### src/rtl/assert_macros.svh
// Assertion macros shared by the RTL of the positional list block.
// No dependencies; SYNTH empties the macros for synthesis.
`ifndef ASSERT_MACROS_SVH
`define ASSERT_MACROS_SVH

`ifndef SYNTH
// Checked on every clock edge outside reset.
`define POL_ASSERT(label, clk, rst, prop, msg) \
  label: assert property (@(posedge clk) disable iff (rst) prop) else $error(msg);
// Checked on every clock edge, reset included.
`define POL_ASSERT_ALWAYS(label, clk, prop, msg) \
  label: assert property (@(posedge clk) prop) else $error(msg);
`else
`define POL_ASSERT(label, clk, rst, prop, msg)
`define POL_ASSERT_ALWAYS(label, clk, prop, msg)
`endif

`endif

### src/rtl/pol_pkg.sv
// Package for the positional list block: field widths, operation codes,
// and the command and result structs. No dependencies.
package pol_pkg;

  localparam int CAPACITY_DEFAULT = 16;
  localparam int OP_W  = 2;
  localparam int POS_W = 5;
  localparam int VAL_W = 32;
  localparam int LEN_W = 5;

  typedef enum logic [OP_W-1:0] {
    OP_INSERT   = 2'd0,
    OP_REMOVE   = 2'd1,
    OP_RETRIEVE = 2'd2,
    OP_SEARCH   = 2'd3
  } op_t;

  typedef struct packed {
    op_t                     operation;
    logic [POS_W-1:0]        position;
    logic signed [VAL_W-1:0] value;
  } cmd_t;

  typedef struct packed {
    logic                    ok;
    logic signed [VAL_W-1:0] data;
    logic [POS_W-1:0]        found_position;
    logic [LEN_W-1:0]        length;
  } rsp_t;

endpackage

### src/rtl/pol_if.sv
// Valid/ready channel interfaces for the positional list block.
// Depends on pol_pkg for field widths.
interface pol_cmd_if;
  import pol_pkg::*;
  logic                    valid;
  logic                    ready;
  logic [OP_W-1:0]         operation;
  logic [POS_W-1:0]        position;
  logic signed [VAL_W-1:0] value;

  modport source (output valid, operation, position, value, input ready);
  modport sink   (input valid, operation, position, value, output ready);
endinterface

interface pol_rsp_if;
  import pol_pkg::*;
  logic                    valid;
  logic                    ready;
  logic                    ok;
  logic signed [VAL_W-1:0] data;
  logic [POS_W-1:0]        found_position;
  logic [LEN_W-1:0]        length;

  modport source (output valid, ok, data, found_position, length, input ready);
  modport sink   (input valid, ok, data, found_position, length, output ready);
endinterface

### src/rtl/pol_store.sv
// Entry cells and entry count of the positional list, with the one-pass
// insert/remove/retrieve/search logic. Depends on pol_pkg, assert_macros.svh.
`include "assert_macros.svh"

module pol_store #(
  parameter int CAPACITY = pol_pkg::CAPACITY_DEFAULT
) (
  input  logic          clk,
  input  logic          rst,
  input  logic          advance,
  input  pol_pkg::cmd_t cmd,
  output pol_pkg::rsp_t rsp
);
  import pol_pkg::*;

  localparam int CNT_W = $clog2(CAPACITY + 1);
  localparam int IDX_W = $clog2(CAPACITY);
  localparam int CMP_W = ((CNT_W > POS_W) ? CNT_W : POS_W) + 1;

  logic [VAL_W-1:0] entries      [CAPACITY];
  logic [VAL_W-1:0] entries_next [CAPACITY];
  logic [CNT_W-1:0] count;
  logic [CNT_W-1:0] count_next;

  logic [CMP_W-1:0] pos_w, cnt_w, slot;
  logic             pos_nz;
  logic             ins_ok, rem_ok, get_ok, srch_ok;
  logic [CAPACITY-1:0] hit;
  logic [IDX_W-1:0] where;

  // Range checks on the requested position
  always_comb begin
    pos_w   = CMP_W'(cmd.position);
    cnt_w   = CMP_W'(count);
    slot    = pos_w - CMP_W'(1);
    pos_nz  = (pos_w != '0);
    ins_ok  = (cmd.operation == OP_INSERT) && pos_nz &&
              (pos_w <= cnt_w + CMP_W'(1)) && (cnt_w < CMP_W'(CAPACITY));
    rem_ok  = (cmd.operation == OP_REMOVE) && pos_nz && (pos_w <= cnt_w);
    get_ok  = (cmd.operation == OP_RETRIEVE) && pos_nz && (pos_w <= cnt_w);
  end

  // Per-cell compare and shift
  for (genvar g = 0; g < CAPACITY; g++) begin : g_cell
    logic below, at;

    always_comb begin
      below  = CMP_W'(g) < slot;
      at     = CMP_W'(g) == slot;
      hit[g] = (CMP_W'(g) < cnt_w) && (entries[g] == cmd.value);
      entries_next[g] = entries[g];
      if (ins_ok) begin
        if (at) begin
          entries_next[g] = cmd.value;
        end else if (!below) begin
          if (g > 0) entries_next[g] = entries[(g > 0) ? g - 1 : 0];
        end
      end else if (rem_ok && !below) begin
        if (g < CAPACITY - 1) entries_next[g] = entries[(g < CAPACITY - 1) ? g + 1 : g];
      end
    end

    always_ff @(posedge clk) begin
      if (advance) entries[g] <= entries_next[g];
    end
  end

  // First matching cell wins
  always_comb begin
    srch_ok = (cmd.operation == OP_SEARCH) && (|hit);
    where = '0;
    for (int i = CAPACITY - 1; i >= 0; i--) begin
      if (hit[i]) where = IDX_W'(i);
    end
  end

  // Count update and result fields
  always_comb begin
    count_next = count;
    if (ins_ok) count_next = count + CNT_W'(1);
    else if (rem_ok) count_next = count - CNT_W'(1);

    rsp.ok             = ins_ok || rem_ok || get_ok || srch_ok;
    rsp.data           = get_ok ? entries[slot[IDX_W-1:0]] : '0;
    rsp.found_position = srch_ok ? POS_W'(CMP_W'(where) + CMP_W'(1)) : '0;
    rsp.length         = LEN_W'(count_next);
  end

  always_ff @(posedge clk) begin
    if (rst) begin
      count <= '0;
    end else if (advance) begin
      count <= count_next;
    end
  end

  `POL_ASSERT(a_count_bound, clk, rst, (count <= CNT_W'(CAPACITY)), "entry count above capacity")
  `POL_ASSERT(a_insert_grows, clk, rst, (advance && ins_ok |=> count == $past(count) + CNT_W'(1)), "insert did not grow the list")
  `POL_ASSERT(a_remove_shrinks, clk, rst, (advance && rem_ok |=> count == $past(count) - CNT_W'(1)), "remove did not shrink the list")
  `POL_ASSERT(a_idle_holds, clk, rst, (!advance |=> $stable(count)), "count changed without an item")

endmodule

### src/rtl/positional_ordered_list.sv
// Positional list: an ordered list of up to CAPACITY signed 32-bit values
// with 1-based positions, supporting insert, remove, retrieve and search.
// Each item is registered on entry, worked in one pass by compare and
// shift logic in every entry cell, and its result lands in an output
// register: one item per cycle unless the result stalls, which holds the
// item in the input register. Throughput is set by that one pass across
// all cells. Out-of-range positions and full-list inserts answer ok=0
// and leave the list unchanged. Depends on pol_pkg, pol_if, pol_store.
`include "assert_macros.svh"

module positional_ordered_list #(
  parameter int CAPACITY = pol_pkg::CAPACITY_DEFAULT
) (
  input logic       clk,
  input logic       rst,
  pol_cmd_if.sink   cmd,
  pol_rsp_if.source rsp
);
  import pol_pkg::*;

  cmd_t cmd_q;
  logic cmd_valid;
  rsp_t rsp_q;
  rsp_t rsp_next;
  logic rsp_valid;
  logic rsp_free;
  logic advance;

  // Stage handshake
  assign rsp_free  = !rsp_valid || rsp.ready;
  assign advance   = cmd_valid && rsp_free;
  assign cmd.ready = !cmd_valid || advance;

  // Input register
  always_ff @(posedge clk) begin
    if (rst) begin
      cmd_valid <= 1'b0;
    end else if (cmd.ready) begin
      cmd_valid <= cmd.valid;
    end
  end

  always_ff @(posedge clk) begin
    if (cmd.valid && cmd.ready) begin
      cmd_q.operation <= op_t'(cmd.operation);
      cmd_q.position  <= cmd.position;
      cmd_q.value     <= cmd.value;
    end
  end

  pol_store #(
    .CAPACITY (CAPACITY)
  ) u_store (
    .clk     (clk),
    .rst     (rst),
    .advance (advance),
    .cmd     (cmd_q),
    .rsp     (rsp_next)
  );

  // Result register
  always_ff @(posedge clk) begin
    if (rst) begin
      rsp_valid <= 1'b0;
    end else if (rsp_free) begin
      rsp_valid <= advance;
    end
  end

  always_ff @(posedge clk) begin
    if (advance) rsp_q <= rsp_next;
  end

  assign rsp.valid          = rsp_valid;
  assign rsp.ok             = rsp_q.ok;
  assign rsp.data           = rsp_q.data;
  assign rsp.found_position = rsp_q.found_position;
  assign rsp.length         = rsp_q.length;

  `POL_ASSERT(a_take_fills, clk, rst, (cmd.valid && cmd.ready |=> cmd_valid), "accepted item lost before compute")
  `POL_ASSERT(a_adv_result, clk, rst, (advance |=> rsp_valid), "computed item gave no result")
  `POL_ASSERT_ALWAYS(a_reset_empty, clk, ($past(rst) |-> !rsp_valid && !cmd_valid), "pipeline not empty after reset")

endmodule

### src/flat_wrapper.sv
// flat-port wrapper written by rule: the top's interface ports become plain ports
module positional_ordered_list_flat import pol_pkg::*;
#(
  parameter int CAPACITY = pol_pkg::CAPACITY_DEFAULT
)
  (clk, rst, cmd_valid, cmd_operation, cmd_position, cmd_value, cmd_ready, rsp_valid, rsp_ok, rsp_data, rsp_found_position, rsp_length, rsp_ready);
  pol_cmd_if cmd_i ();
  pol_rsp_if rsp_i ();
  input logic clk;
  input logic rst;
  input wire logic [$bits(cmd_i.valid)-1:0] cmd_valid;
  input wire logic [$bits(cmd_i.operation)-1:0] cmd_operation;
  input wire logic [$bits(cmd_i.position)-1:0] cmd_position;
  input wire logic [$bits(cmd_i.value)-1:0] cmd_value;
  output wire logic [$bits(cmd_i.ready)-1:0] cmd_ready;
  output wire logic [$bits(rsp_i.valid)-1:0] rsp_valid;
  output wire logic [$bits(rsp_i.ok)-1:0] rsp_ok;
  output wire logic [$bits(rsp_i.data)-1:0] rsp_data;
  output wire logic [$bits(rsp_i.found_position)-1:0] rsp_found_position;
  output wire logic [$bits(rsp_i.length)-1:0] rsp_length;
  input wire logic [$bits(rsp_i.ready)-1:0] rsp_ready;
  assign cmd_i.valid = cmd_valid;
  assign cmd_i.operation = cmd_operation;
  assign cmd_i.position = cmd_position;
  assign cmd_i.value = cmd_value;
  assign cmd_ready = cmd_i.ready;
  assign rsp_valid = rsp_i.valid;
  assign rsp_ok = rsp_i.ok;
  assign rsp_data = rsp_i.data;
  assign rsp_found_position = rsp_i.found_position;
  assign rsp_length = rsp_i.length;
  assign rsp_i.ready = rsp_ready;
  positional_ordered_list #(.CAPACITY(CAPACITY)) u_core (.clk(clk), .rst(rst), .cmd(cmd_i), .rsp(rsp_i));
endmodule
### config.mk
export PLATFORM = sky130hd
export DESIGN_NAME = positional_ordered_list_flat
export DESIGN_NICKNAME = d
export VERILOG_FILES = /design/src/rtl/pol_pkg.sv /design/src/rtl/pol_if.sv /design/src/rtl/pol_store.sv /design/src/rtl/positional_ordered_list.sv /design/src/flat_wrapper.sv
export VERILOG_INCLUDE_DIRS = /design/src /design/src/rtl
export SDC_FILE = /design/constraint.sdc
export NUM_CORES = 2
export LEC_CHECK = 0
export ABC_AREA = 1
export ABC_CLOCK_PERIOD_IN_PS = 10100
export BUFFER_PORTS_ARGS = -buffer_cell sky130_fd_sc_hd__buf_4
export CORE_ASPECT_RATIO = 2
export CORE_UTILIZATION = 29
export DETAILED_ROUTE_END_ITERATION = 16
export SETUP_SLACK_MARGIN = 0.4
export SLEW_MARGIN = 20
export SYNTH_ARGS = -nofsm -noshare
export SYNTH_HDL_FRONTEND = slang
export SYNTH_SLANG_ARGS = --single-unit
export TNS_END_PERCENT = 100
### constraint.sdc
create_clock -name clk -period 10.1 [get_ports clk]
set_input_delay 2.02 -clock clk [delete_from_list [all_inputs] [get_ports clk]]
set_output_delay 2.02 -clock clk [all_outputs]
set_load 0.05 [all_outputs]
==> results.md <==
* Via count at 41700
* Synthesis-to-finish area growth at 10.0%
* YS warnings at 0
* Status: completed
* Pleak at 16.7 nW
* Synth Instances at 5329
* I/O Buffers at 87
* Worst vdd ir at 0.000153 V
* Final min period at 6080 ps
* Remaining Overflow, GRT at 0
* R2r endpoint: u_core.u_store.entries[2][29]
* CTS sink cnt at 601
* Most used cell, CP: buf_4
* Crit path DAT at 6440 ps
* Max Cap Viol at 0
* Post-Syn Area per Cell at 7.69 µm²
* Required time of the worst setup path at 10460 ps
* Post-synth design cell area at 41000 µm²
* WP buf/inv at 10
* First-pass GRT wire length at 327 mm
* Yosys reg bits at 601
* Iter 0 DRT Violations at 6730
* CTS tree: yes
* Worst Tran Pin Value at 1330 ps
* Final hold violation count at 0
* Drc violations at 0
* Sequential area share after synthesis at 43.9%
* Largest net degree at the start of global routing at 195
* # fillers at 15100
* Slew headroom at 11.5%
* DIE AREA at 143000 µm²
* Post-synth ARST share at 0%
* Post-route clock period utilization at 60.2%
* Chip Height at 534 µm
* TritonRoute pass-1 iters at 8
* Maximum clock frequency at 165 MHz
* Initial antenna violation count at 22
* CTS Buffer Depth at 3
* Reg power frac at 44.9%
* Num rows at 194
* Switching part of the total at 32.9%
* Crit-path slowest cell: buf_4
* Max Clock Skew at 33.7 ps
* Post-synth EDFFs at 594
* Layout cells sized above 1 at 8.00%
* Comb pwr share at 18.1%
* IO Count at 88
* Drt total wl at 241 mm
* TritonCTS Buffers at 60
* Hold Path Depth at 2
* Worst min path class: flip-flop to flip-flop
* Finish-stage setup viols at 0
* Worst Setup End Kind: flip-flop
* Worst-path fanout max at 68
* Tot GR Track Use at 33.6%
* Hold Crit Endpoint: u_core.rsp.valid
* Root buffer cell: clkbuf_16
* Core Area at 140000 µm²
* Critical Path Source Type: flip-flop
* Post-route ant nets at 0
* Horiz. Die Dim at 268 µm
* H-tree depth at 2
* Hold_ws at 516 ps
* Reg2reg path depth at 21
* Psw at 2.07 mW
* Nets@finish at 5226
* Largest delay share family, worst path: buffers and inverters
* Initial Util at 29.3%
* R2r startpoint: u_core.cmd_q[32]
* Setup TNS at 0 ps
* Post-CTS Setup Bufs at 0
* Final Max Slew Viols at 0
* Slowest stage delay, CP at 600 ps
* R2r setup slk at 4020 ps
* Reg clk slew, reported paths at 70 ps
* Worst skew pair latency at 740 ps
* Cts hold-fix bufs at 0
* Vias in the first global route at 38300
* Wirelength per Cell at 34.0 µm
* Post-CTS Resized at 0
* Hold_sp: u_core.rsp.valid
* Syn Nets at 5389
* Synth Flop Type: edfxtp_1
* Vias/cell at 5.89
* GP Congestion at 1.06
* Detailed Place HPWL at 168 mm
* RSZ-0062 raised after global routing: false
* Clk pwr share at 37.0%
* Crit Path Category: flip-flop to flip-flop
* Pint at 4.22 mW
* PD cells at 140 nW/µm²
* Worst path cell trace: buf_4 -> clkinv_2 -> buf_4 -> ha_4 -> nand2_1 -> or2_2 -> nand2_1 -> nor3_2 -> nand2_4 -> nand2_1 -> inv_2 -> nor2_4 -> inv_2 -> nor2_4 -> buf_4 -> inv_2 -> nor3_4 -> buf_4 -> inv_2 -> nor2_4 -> buf_4
* Synth cell types at 55
## registers in the layout, indices dropped and copies added, names as in the netlist
name and cells:
u_core.rsp.valid 1, u_core.rsp.ok 1, u_core.cmd_valid 1, u_core.u_store.count 5
u_core.rsp.length 5, u_core.rsp.data 32, u_core.cmd_q 39, u_core.u_store.entries 512
u_core.rsp.found_position 5
## Yosys cell counts, types with 7 or more instances
master	count	area [µm²]
buf_2	88	440
buf_1	44	165
clkbuf_1	239	897
nor3_1	17	85.1
xnor2_1	163	1430
xor2_1	40	350
ha_1	17	213
nand2_1	1344	5040
o22ai_1	135	845
a221oi_1	20	175
buf_6	26	293
nor4_1	31	194
nand4_1	72	450
edfxtp_1	594	17800
or2_1	7	43.8
nand3_1	149	746
o21ai_0	821	4110
a21oi_1	478	2390
inv_2	30	113
a22oi_1	127	953
a22o_1	31	272
buf_4	43	323
inv_1	370	1390
nor2_1	288	1080
dfxtp_1	7	140
o21ai_1	72	360
or2_2	14	87.6
## metrics by stage
stage / cells / area [µm²] / setup WS, ps / power [mW] / utilization (%)
after floorplan: 5329 / 41000 / 2800 / 3.48 / -
final: 7091 / 45100 / 4020 / 6.29 / 32.2
after global placement: 6960 / 43000 / 4100 / 3.92 / 30.7
after detailed placement: 6961 / 43000 / 4120 / 3.93 / 30.8
after CTS: 7069 / 44800 / 4140 / 6.21 / 32.1
after global routing: 7079 / 45000 / 3730 / 6.40 / 32.2
## layout by cell type, fill, tap and decap left out, drive strengths merged, types with 33 or more instances in the layout
master,Yosys,layout
a22oi,127,127
nor2,295,295
clkbuf,239,68
nand2,1347,1347
xor2,40,40
buf,201,215
a21oi,478,478
clkinv,1,33
o21ai,893,893
xnor2,163,163
nand4,72,72
o22ai,135,135
nand3,152,152
edfxtp,594,594
inv,402,402
## area by class of cell
cell class | count | area, µm² | share of cell area (%)
multi-input cells | 3885 | 19700 | 43.7
flip-flops and latches | 601 | 18000 | 39.9
well taps | 1862 | 2330 | 5.17
repair buffers | 215 | 1670 | 3.70
clock buffers | 68 | 1530 | 3.40
inverters | 403 | 1530 | 3.39
clock inverters | 40 | 304 | 0.674
diodes | 17 | 42.5 | 0.0944
## logic make-up after synthesis
kind of cell	count (synthesis)	synth area share (%)
AOI/OAI and AO/OA	1707	22.7
adders and majority gates	17	0.519
buffers and inverters	843	8.88
xor gates and xnor gates	203	4.34
DFF	601	43.9
and+or+nand+nor	1958	19.7
## worst min-delay path, stage by stage, from the launching register on
cell,delay (ps)
dfxtp_1,320
nand2_1,90
a21oi_1,60
## power by group through the flow
| stage | combinational (mW) | clock, mW | sequential [mW] |
|---|---|---|---|
| floorplan | 0.591 | 0 | 2.89 |
| global placement | 1.04 | 0 | 2.88 |
| detailed placement | 1.05 | 0 | 2.88 |
| CTS | 1.05 | 2.34 | 2.82 |
| global route | 1.17 | 2.40 | 2.83 |
| finish | 1.14 | 2.33 | 2.82 |
## metal layers
metal | wire (µm) | share of wire (%) | GRT usage, % | up-vias
met5 | 115 | 0.048 | 0 | -
met4 | 34500 | 14 | 35.6 | 16
met3 | 21000 | 8.7 | 7.86 | 1043
met2 | 114000 | 47 | 56.4 | 3042
met1 | 71200 | 30 | 32.5 | 19600
li1 | - | - | - | 18000
## how the worst max path moves through the flow
stage	from	cells past startpoint	end	slack, ps
2_1_floorplan	rsp_ready	10	u_core.u_store.entries[0][0]	2800
3_3_place_gp	u_core.cmd_q[32]	21	u_core.u_store.entries[2][19]	4100
4_1_cts	u_core.cmd_q[32]	21	u_core.u_store.entries[2][29]	4140
3_5_place_dp	u_core.cmd_q[32]	21	u_core.u_store.entries[1][24]	4120
6_report	u_core.cmd_q[32]	21	u_core.u_store.entries[2][29]	4020
5_1_grt	u_core.cmd_q[32]	21	u_core.u_store.entries[2][29]	3730
Power figures use the tool's default switching activity.
